[src/rtl/core/sed_pkg.sv]
// ----------------------------------------------------------------------------
// sed_pkg
// Types and character constants shared by the string escape decoder files.
// ----------------------------------------------------------------------------
package sed_pkg;

  localparam int unsigned SED_FIFO_DEPTH = 4;

  localparam logic [7:0] SED_CHAR_BACKSLASH = 8'h5C;
  localparam logic [7:0] SED_CHAR_QUOTE     = 8'h22;
  localparam logic [7:0] SED_CHAR_N         = 8'h6E;
  localparam logic [7:0] SED_CHAR_T         = 8'h74;
  localparam logic [7:0] SED_CHAR_ZERO      = 8'h30;
  localparam logic [7:0] SED_CHAR_SEVEN     = 8'h37;
  localparam logic [7:0] SED_CHAR_LF        = 8'h0A;
  localparam logic [7:0] SED_CHAR_TAB       = 8'h09;
  localparam logic [7:0] SED_CHAR_AT        = 8'h40;
  localparam logic [7:0] SED_CHAR_NUL       = 8'h00;

  typedef enum logic [2:0] {
    MODE_NORMAL = 3'b001,
    MODE_ESCAPE = 3'b010,
    MODE_OCTAL  = 3'b100
  } mode_e;

  typedef struct packed {
    logic [7:0] char_out;
    logic       unknown_escape;
    logic       octal_overflow;
    logic       end_of_string;
  } result_t;

  typedef struct packed {
    logic       v0;
    logic       v1;
    result_t    r0;
    result_t    r1;
    mode_e      mode_d;
    logic [8:0] acc_d;
    logic [1:0] cnt_d;
  } step_t;

endpackage

[src/rtl/core/sed_if.sv]
// ----------------------------------------------------------------------------
// sed_if
// Valid/ready channels for raw input bytes and decoded result bytes.
// ----------------------------------------------------------------------------
interface sed_in_if;
  logic       valid;
  logic       ready;
  logic [7:0] char_in;
  logic       is_last;

  modport source (output valid, output char_in, output is_last, input ready);
  modport sink (input valid, input char_in, input is_last, output ready);
endinterface

interface sed_out_if;
  logic       valid;
  logic       ready;
  logic [7:0] char_out;
  logic       unknown_escape;
  logic       octal_overflow;
  logic       end_of_string;

  modport source (output valid, output char_out, output unknown_escape,
                  output octal_overflow, output end_of_string, input ready);
  modport sink (input valid, input char_out, input unknown_escape,
                input octal_overflow, input end_of_string, output ready);
endinterface

[src/rtl/core/sed_decode.sv]
// ----------------------------------------------------------------------------
// sed_decode
// Next-state and result logic for one input byte of a literal body.
// ----------------------------------------------------------------------------
module sed_decode (
  input  logic           [7:0] char_i,
  input  logic                 last_i,
  input  sed_pkg::mode_e       mode_i,
  input  logic           [8:0] acc_i,
  input  logic           [1:0] cnt_i,
  output sed_pkg::step_t       step_o
);
  import sed_pkg::*;

  function automatic result_t oct_result(logic [8:0] code, logic eos);
    result_t r;
    r.char_out       = code[8] ? SED_CHAR_AT : code[7:0];
    r.unknown_escape = 1'b0;
    r.octal_overflow = code[8];
    r.end_of_string  = eos;
    return r;
  endfunction

  logic       is_oct;
  logic [2:0] digit;
  logic [8:0] acc_shift;
  logic [1:0] cnt_inc;
  logic       norm_v;
  logic       norm_esc;
  result_t    norm_r;

  assign is_oct    = (char_i >= SED_CHAR_ZERO) && (char_i <= SED_CHAR_SEVEN);
  assign digit     = char_i[2:0];
  assign acc_shift = {acc_i[5:0], digit};
  assign cnt_inc   = cnt_i + 2'd1;

  always_comb begin
    if (char_i == SED_CHAR_BACKSLASH) begin
      norm_v   = last_i;
      norm_esc = !last_i;
      norm_r   = '{char_out: SED_CHAR_NUL, unknown_escape: 1'b1,
                   octal_overflow: 1'b0, end_of_string: 1'b1};
    end else begin
      norm_v   = 1'b1;
      norm_esc = 1'b0;
      norm_r   = '{char_out: char_i, unknown_escape: 1'b0,
                   octal_overflow: 1'b0, end_of_string: last_i};
    end
  end

  always_comb begin
    step_o        = '0;
    step_o.mode_d = MODE_NORMAL;
    unique case (mode_i)
      MODE_OCTAL: begin
        if (is_oct) begin
          if ((cnt_inc == 2'd3) || last_i) begin
            step_o.v0 = 1'b1;
            step_o.r0 = oct_result(acc_shift, last_i);
          end else begin
            step_o.mode_d = MODE_OCTAL;
            step_o.acc_d  = acc_shift;
            step_o.cnt_d  = cnt_inc;
          end
        end else begin
          step_o.v0     = 1'b1;
          step_o.r0     = oct_result(acc_i, 1'b0);
          step_o.v1     = norm_v;
          step_o.r1     = norm_r;
          step_o.mode_d = norm_esc ? MODE_ESCAPE : MODE_NORMAL;
        end
      end
      MODE_ESCAPE: begin
        if (is_oct) begin
          if (last_i) begin
            step_o.v0 = 1'b1;
            step_o.r0 = oct_result({6'd0, digit}, 1'b1);
          end else begin
            step_o.mode_d = MODE_OCTAL;
            step_o.acc_d  = {6'd0, digit};
            step_o.cnt_d  = 2'd1;
          end
        end else begin
          step_o.v0               = 1'b1;
          step_o.r0.end_of_string = last_i;
          case (char_i) inside
            SED_CHAR_N:                        step_o.r0.char_out = SED_CHAR_LF;
            SED_CHAR_T:                        step_o.r0.char_out = SED_CHAR_TAB;
            SED_CHAR_BACKSLASH, SED_CHAR_QUOTE: step_o.r0.char_out = char_i;
            default: begin
              step_o.r0.char_out       = char_i;
              step_o.r0.unknown_escape = 1'b1;
            end
          endcase
        end
      end
      default: begin
        step_o.v0     = norm_v;
        step_o.r0     = norm_r;
        step_o.mode_d = norm_esc ? MODE_ESCAPE : MODE_NORMAL;
      end
    endcase
  end

endmodule

[src/rtl/core/sed_fifo.sv]
// ----------------------------------------------------------------------------
// sed_fifo
// Result queue that takes up to two entries per cycle and gives one.
// ----------------------------------------------------------------------------
module sed_fifo #(
  parameter int unsigned Depth = sed_pkg::SED_FIFO_DEPTH
) (
  input  logic             clk_i,
  input  logic             rst_ni,
  input  logic       [1:0] push_i,
  input  sed_pkg::result_t data0_i,
  input  sed_pkg::result_t data1_i,
  output logic             space_o,
  output logic             valid_o,
  input  logic             ready_i,
  output sed_pkg::result_t data_o
);
  import sed_pkg::*;

  localparam int unsigned PtrW = (Depth > 1) ? $clog2(Depth) : 1;
  localparam int unsigned CntW = $clog2(Depth + 1);

  function automatic logic [PtrW-1:0] ptr_inc(logic [PtrW-1:0] p);
    return (p == PtrW'(Depth - 1)) ? '0 : p + PtrW'(1);
  endfunction

  result_t             mem_q [Depth];
  logic     [PtrW-1:0] wr_q, wr_d, rd_q, rd_d, wr_nxt;
  logic     [CntW-1:0] cnt_q, cnt_d;
  logic                pop;

  assign wr_nxt  = ptr_inc(wr_q);
  assign pop     = valid_o && ready_i;
  assign valid_o = (cnt_q != '0);
  assign space_o = (cnt_q <= CntW'(Depth - 2));
  assign data_o  = mem_q[rd_q];

  always_comb begin
    wr_d = wr_q;
    if (push_i[1]) begin
      wr_d = ptr_inc(wr_nxt);
    end else if (push_i[0]) begin
      wr_d = wr_nxt;
    end
    rd_d  = pop ? ptr_inc(rd_q) : rd_q;
    cnt_d = cnt_q + CntW'(push_i[0]) + CntW'(push_i[1]) - CntW'(pop);
  end

  always_ff @(posedge clk_i) begin
    if (push_i[0]) begin
      mem_q[wr_q] <= data0_i;
    end
    if (push_i[1]) begin
      mem_q[wr_nxt] <= data1_i;
    end
  end

  always_ff @(posedge clk_i or negedge rst_ni) begin
    if (!rst_ni) begin
      wr_q  <= '0;
      rd_q  <= '0;
      cnt_q <= '0;
    end else begin
      wr_q  <= wr_d;
      rd_q  <= rd_d;
      cnt_q <= cnt_d;
    end
  end

endmodule

[src/rtl/core/string_escape_decoder.sv]
// ----------------------------------------------------------------------------
// string_escape_decoder
// Decodes escape sequences in the body of a string literal, one byte per
// transaction, into a stream of decoded bytes with status flags.
// ----------------------------------------------------------------------------
//   Channel  Dir  Payload                                        Results
//   in_i     in   char_in[7:0], is_last                          -
//   out_o    out  char_out[7:0], unknown_escape, octal_overflow,  0..2 per input
//                 end_of_string
//
// One input transaction is taken per cycle while the result queue has two
// free entries; results are registered in the queue before they reach out_o.
// An input that ends an octal run with a non-octal byte gives two results
// unless that byte is a non-final backslash; results leave the queue one at
// a time, so the queue depth sets how long in_i keeps going while out_o stalls.
// Reset returns the decoder to normal mode and empties the queue.
module string_escape_decoder #(
  parameter int unsigned FifoDepth = sed_pkg::SED_FIFO_DEPTH
) (
  input logic       clk_i,
  input logic       rst_ni,
  sed_in_if.sink    in_i,
  sed_out_if.source out_o
);
  import sed_pkg::*;

  mode_e      mode_q;
  logic [8:0] acc_q;
  logic [1:0] cnt_q;
  step_t      step;
  logic       accept;
  logic       space;
  logic [1:0] push;
  result_t    head;

  sed_decode u_decode (
    .char_i (in_i.char_in),
    .last_i (in_i.is_last),
    .mode_i (mode_q),
    .acc_i  (acc_q),
    .cnt_i  (cnt_q),
    .step_o (step)
  );

  assign in_i.ready = space;
  assign accept     = in_i.valid && space;
  assign push       = accept ? {step.v1, step.v0} : 2'b00;

  sed_fifo #(
    .Depth (FifoDepth)
  ) u_fifo (
    .clk_i   (clk_i),
    .rst_ni  (rst_ni),
    .push_i  (push),
    .data0_i (step.r0),
    .data1_i (step.r1),
    .space_o (space),
    .valid_o (out_o.valid),
    .ready_i (out_o.ready),
    .data_o  (head)
  );

  assign out_o.char_out       = head.char_out;
  assign out_o.unknown_escape = head.unknown_escape;
  assign out_o.octal_overflow = head.octal_overflow;
  assign out_o.end_of_string  = head.end_of_string;

  always_ff @(posedge clk_i or negedge rst_ni) begin
    if (!rst_ni) begin
      mode_q <= MODE_NORMAL;
      acc_q  <= '0;
      cnt_q  <= '0;
    end else if (accept) begin
      mode_q <= step.mode_d;
      acc_q  <= step.acc_d;
      cnt_q  <= step.cnt_d;
    end
  end

endmodule

[src/flat_wrapper.sv]
// flat-port wrapper written by rule: the top's interface ports become plain ports
module string_escape_decoder_flat import sed_pkg::*;
#(
  parameter int unsigned FifoDepth = sed_pkg::SED_FIFO_DEPTH
)
  (clk_i, rst_ni, in_i_valid, in_i_char_in, in_i_is_last, in_i_ready, out_o_valid, out_o_char_out, out_o_unknown_escape, out_o_octal_overflow, out_o_end_of_string, out_o_ready);
  sed_in_if in_i_i ();
  sed_out_if out_o_i ();
  input logic clk_i;
  input logic rst_ni;
  input wire logic [$bits(in_i_i.valid)-1:0] in_i_valid;
  input wire logic [$bits(in_i_i.char_in)-1:0] in_i_char_in;
  input wire logic [$bits(in_i_i.is_last)-1:0] in_i_is_last;
  output wire logic [$bits(in_i_i.ready)-1:0] in_i_ready;
  output wire logic [$bits(out_o_i.valid)-1:0] out_o_valid;
  output wire logic [$bits(out_o_i.char_out)-1:0] out_o_char_out;
  output wire logic [$bits(out_o_i.unknown_escape)-1:0] out_o_unknown_escape;
  output wire logic [$bits(out_o_i.octal_overflow)-1:0] out_o_octal_overflow;
  output wire logic [$bits(out_o_i.end_of_string)-1:0] out_o_end_of_string;
  input wire logic [$bits(out_o_i.ready)-1:0] out_o_ready;
  assign in_i_i.valid = in_i_valid;
  assign in_i_i.char_in = in_i_char_in;
  assign in_i_i.is_last = in_i_is_last;
  assign in_i_ready = in_i_i.ready;
  assign out_o_valid = out_o_i.valid;
  assign out_o_char_out = out_o_i.char_out;
  assign out_o_unknown_escape = out_o_i.unknown_escape;
  assign out_o_octal_overflow = out_o_i.octal_overflow;
  assign out_o_end_of_string = out_o_i.end_of_string;
  assign out_o_i.ready = out_o_ready;
  string_escape_decoder #(.FifoDepth(FifoDepth)) u_core (.clk_i(clk_i), .rst_ni(rst_ni), .in_i(in_i_i), .out_o(out_o_i));
endmodule
[config.mk]
export PLATFORM = sky130hd
export DESIGN_NAME = string_escape_decoder_flat
export DESIGN_NICKNAME = d
export VERILOG_FILES = /design/src/rtl/core/sed_pkg.sv /design/src/rtl/core/sed_if.sv /design/src/rtl/core/sed_decode.sv /design/src/rtl/core/sed_fifo.sv /design/src/rtl/core/string_escape_decoder.sv /design/src/flat_wrapper.sv
export SDC_FILE = /design/constraint.sdc
export NUM_CORES = 1
export LEC_CHECK = 0
export BUFFER_PORTS_ARGS = -buffer_cell sky130_fd_sc_hd__buf_2
export CORE_MARGIN = 2
export CORE_UTILIZATION = 60
export DETAILED_ROUTE_END_ITERATION = 16
export GPL_TIMING_DRIVEN = 1
export PLACE_DENSITY = 0.84
export SYNTH_ARGS = -nofsm -noshare
export SYNTH_HDL_FRONTEND = slang
export SYNTH_HIERARCHICAL = 1
export SYNTH_SLANG_ARGS = --single-unit
[constraint.sdc]
create_clock -name clk_i -period 3.4 [get_ports clk_i]
set_input_delay 0.34 -clock clk_i [delete_from_list [all_inputs] [get_ports clk_i]]
set_output_delay 0.34 -clock clk_i [all_outputs]
set_load 0.01 [all_outputs]
* Word-level counts from Yosys, hierarchy flattened
Memory sizes are Yosys's and may differ from the RTL's. Index checks and enable logic that the tools add are counted.
Cells by class: equal/unequal tests 10, bitwise logic cells 0, multiplexer cells 44, shifts and indexed selects 0, div/mod/pow operators 0, multiply operators 0, add/subtract/negate cells 7, magnitude comparators 3, reductions and logical operators 8
Operators with widths (count):
- 11-bit 2-to-1 mux | 6
- 11-bit case mux with 2 select lines | 2
- 14-bit 2-to-1 mux | 3
- 8-bit 2-to-1 mux | 4
- 8-bit by 7-bit equality test with 1-bit output (second input constant) | 3
- 1-bit 2-to-1 mux | 17
- 2-bit 2-to-1 mux | 7
- 9-bit 2-to-1 mux | 1
- 2-bit by 1-bit adder with 2-bit output (second input constant) | 4
- 2-bit equality test (second input constant) | 4
- 8-bit by 6-bit equality test with 1-bit output (second input constant) | 1
- 8-bit by 6-bit >= comparator with 1-bit output (second input constant) | 1
- 8-bit by 6-bit less-or-equal comparator with 1-bit output (second input constant) | 1
- 3-bit by 1-bit adder with 3-bit output | 2
- 6-bit 2-to-1 mux | 1
- 3-bit case mux with 2 select lines | 1
- 3-bit by 2-bit equality test with 1-bit output (second input constant) | 1
- 3-bit equality test (second input constant) | 1
- 3-bit by 2-bit less-or-equal comparator with 1-bit output (second input constant) | 1
- 1-bit logical AND | 3
- 3-bit 2-to-1 mux | 1
- 3-bit nonzero test | 1
- 3-bit by 1-bit subtractor with 3-bit output | 1
- 1-bit case mux with 2 select lines | 1
- 4 further kinds | 4
Storage, ports and cells: flip-flop bits (word level) 21, latch bits 0, output and inout bits 13, RAM bits 44, memories 1, bits in read-only memories 0
Memories:
- u_core.u_fifo.mem_q | depth 4, bits a word 11, read ports 1, clocked after memory_dff 0, wr ports 2, line sed_fifo.sv:27 | result_t mem_q [Depth];

* Longest topological paths before layout
word-level depth 10, mapped depth 15, gate-level depth less buffers 12

* Cells and area by module
The synthesis kept the hierarchy.
By module, submodules not included:
- sed_fifo | seq. area each 1496.4 µm², area each 2667.6 µm², cells an instance 161, instances 1
- sed_decode | seq. area each 0.0 µm², area each 852.1 µm², cells an instance 135, instances 1
- string_escape_decoder | seq. area each 351.6 µm², area each 576.8 µm², cells an instance 32, instances 1

* Least setup slack after synthesis
No wires, ideal clock.
path kind register to register, start register u_core.mode_q[1], end register u_core.u_fifo.cnt_q[2], library setup time 123 ps, data arrival time 2784 ps, stages on the path, launching flop included 14, path slack 494 ps, cells stage by stage dfrtp_1 or3b_1 buf_2 nand2_1 nor2_1 o21ai_0 and3_1 buf_2 inv_1 ha_1 inv_1 fa_1 fa_1 xnor2_1
RTL lines:
- from (decl) | line string_escape_decoder.sv:27 | mode_e mode_q;
- from (signal assigned) | line string_escape_decoder.sv:74 | mode_q <= step.mode_d;
- to (signal assigned) | line sed_fifo.sv:66 | cnt_q <= cnt_d;
- to (decl) | line sed_fifo.sv:29 | logic [CntW-1:0] cnt_q, cnt_d;

==> impl_metrics.csv <==
group,metric,value,unit
outcome,status,"complete, no violations",
sta,setup_tns,0,ns
sta,fin_ws,0.202,ns
floorplanning,initial_core_util,61.3,%
final_layout,antenna_cells,0,
floorplanning,pin_count,26,
final_layout,mostFrequentLayoutCell,"mux2_2",
pwr,power_per_cell_area,575,nW/um^2
synth,ys_seq_area_share,45.1,%
pwr,combPwrFrac,28.9,%
final_layout,fill_cells,475,
min_path,hp-class,"input pin to flip-flop",
synth,syn-cell-area,4100,sq um
pwr,p_int,1.76,mW
job,cap_violations,0,
worst_setup_path,critPathArrivalTime,3.42,ns
clock_tree,postCtsResizedCells,0,
clock_tree,clock_path_buffers,2,
routing,antenna_left,0,
global_routing,grt_max_degree,22,
synth,avgSynthCellArea,12.5,sq um
sta,fin_crit,3.20,ns
final_layout,drive_above_1_share,36.3,%
floorplanning,fp.dieW,86.6,um
pwr,swShare,31.4,%
worst_setup_path,end_kind,"flip-flop",
pwr,p_leak,1.83,nW
clock_tree,clockRootBuffer,"clkbuf_8",
sta,fmax,313,MHz
synth,synth-async-reset-ratio,32.3,%
worst_setup_path,criticalPathCategory,"flip-flop to flip-flop",
routing,num_vias,2802,
global_routing,grt_usage,25.1,%
clock_tree,clk_latency,0.34,ns
routing,drt-initial-drc-count,332,
placed_design,port_buffers,25,
worst_setup_path,startpoint_type,"flip-flop",
sta,period_share,94.1,%
worst_setup_path,crit_chain,"or3b_1 -> nand2_1 -> nor2_1 -> o21ai_0 -> and3_1 -> inv_1 -> ha_1 -> inv_1 -> fa_1 -> fa_1 -> xnor2_1",
sta,setup_viol,0,
pwr,ir_drop,0.312,mV
clock_tree,cts_tree,"built",
clock_tree,cts_buffers,9,
placed_design,place_area,4240,sq um
clock_tree,clock-sinks,65,
synth,yosys_register_bits,65,
synth,syn_nets,352,
floorplanning,rows,30,
worst_setup_path,cp_max_fo,10,
sta,finClkSkew,0.0115,ns
worst_setup_path,cp_slowest_stage_delay,0.56,ns
sta,rsz0062_at_grt,"no",
placed_design,place.gp.congestion,0.979,
final_layout,mostFrequentLayoutCells,"51 x mux2_2, 44 x edfxtp_1, 25 x buf_2",
clock_tree,clk_pin_slew,0.07,ns
global_routing,antenna_found_initial,0,
synth,synth-edff-count,44,
pwr,clockPowerShare,28.5,%
routing,routed_wl,8.92,mm
sta,hold_violations,0,
sta,tightest_slew,0.807,ns
final_layout,nets,377,
synth,syn-instance-count,328,
global_routing,first_global_vias,2641,
pwr,power,2.57,mW
final_layout,finalInstanceArea,4470,sq um
final_layout,area_delta_synth_final,9.01,%
worst_setup_path,critPathRequiredTime,3.62,ns
clock_tree,ctsHtreeMaxLevel,3,
synth,synth_warnings,6,
sta,max-slew-margin-rel,46.2,%
placed_design,dpl.hpwl,6.10,mm
sta,final_max_slew_viol_count,0,
worst_setup_path,worst_path_max_delay_cell,"or3b_1",
placed_design,post-place-ws,0.303,ns
synth,synthFlopType,"edfxtp_1",
synth,synth_cell_type_count,65,
global_routing,grt_pass1_wl,14.2,mm
routing,wl_per_cell,20.4,um
floorplanning,coreArea,6680,sq um
routing,drc,0,
pwr,p_seq_share,42.7,%
global_routing,overflow,0,
floorplanning,dieArea,7500,sq um
floorplanning,die_height,86.6,um
pwr,switchingPower,0.807,mW
routing,dr.pass1.iters,5,
routing,viasPerCell,6.40,
==> logic make-up after synthesis <==
family	count (synthesis)	synth area share, %
simple gates	95	13.0
mux	73	24.3
fa+ha+maj	11	3.73
xor+xnor	1	0.214
flops	65	45.1
other cells	1	0.0915
compound gates	45	8.46
buf+inv	37	5.19
==> synthesized netlist by cell type (5+ instances only) <==
cell type  instances  area (sq um)
and2_1             9          56.3
and3_1            11          68.8
buf_2              5          25.0
buf_6              8          90.1
clkbuf_1           6          22.5
dfrtp_1           20           500
edfxtp_1          44          1320
ha_1               9           113
inv_1             16          60.1
mux2_2            51           574
mux2_4            10           150
mux4_2             8           180
nand2_1           22          82.6
nor2_1            17          63.8
o21ai_0           11          55.1
==> metrics by stage <==
stage	util [%]	hold slack (ns)	instances
floorplan	-	0.0444	328
global placement	63.4	0.315	421
detailed placement	63.4	0.320	421
CTS	66.8	0.375	438
global route	66.8	0.378	438
finish	66.8	0.381	438
==> state kept, by name, indices dropped and copies added, names as in the netlist <==
register,flops
u_core/acc_q,9
u_core/cnt_q,2
u_core/mode_q,3
u_core/u_fifo/cnt_q,3
u_core/u_fifo/mem_q,44
u_core/u_fifo/rd_q,2
u_core/u_fifo/wr_q,2
==> routing by layer <==
metal | wire length, um | global-route usage, % | up-vias
li1 | - | - | 1286
met3 | 495 | 5.62 | 16
met4 | 144 | 8.10 | 0
met2 | 4320 | 39.4 | 123
met5 | 0 | 0 | -
met1 | 3960 | 34.9 | 1377
==> worst max-delay path, delay by kind of cell, from the launching register on <==
kind,cells,cell delay [ns]
adder cells (fa/ha/maj),3,1.08
flip-flops,1,0.42
AND/OR/NAND/NOR,4,1.12
buffers and inverters,2,0.10
XOR/XNOR,1,0.14
AO/OA/AOI/OAI,1,0.21
==> cell type report <==
cell class                 count  area (sq um)  share of cell area [%]
clock inverter                 6          91.3                    2.05
tap                           80           100                    2.24
inverter                      16          60.1                    1.34
timing repair buffer          35           203                    4.54
sequential                    65          1850                    41.4
clock buffer                  10           128                    2.86
multi-input combinational    226          2040                    45.6
==> repair_timing <==
action | 4_1_cts | 5_1_grt
buffers inserted | 0 | 0
hold buffers | 1 | 0
hold endpoints to repair | 20 | 0
==> worst paths after layout <==
| check | cells past startpoint | slack, ns | endpoint | from |
|---|---|---|---|---|
| worst max-delay path | 11 | 0.20 | u_core/u_fifo/cnt_q[2] | u_core/mode_q[1] |
| worst min-delay path | 3 | 0.38 | u_core/u_fifo/rd_q[1] | out_o_ready |
| worst max register to register | 11 | 0.20 | u_core/u_fifo/cnt_q[2] | u_core/mode_q[1] |
| worst min register to register | 1 | 0.52 | u_core/cnt_q[1] | u_core/cnt_q[1] |
| max in group asynchronous | 2 | 2.58 | u_core/mode_q[0] | rst_ni |
| min in group asynchronous | 2 | 0.48 | u_core/acc_q[8] | rst_ni |
==> power groups by stage <==
stage                     Sequential, mW  Combinational, mW  Clock, mW
after detailed placement            1.11              0.733          0
after CTS                           1.10              0.746      0.743
after floorplan                     1.03              0.589          0
after global routing                1.11              0.811      0.777
final                               1.09              0.741      0.731
after global placement              1.10              0.712          0
Note: power is estimated with default switching activity, not from simulation.
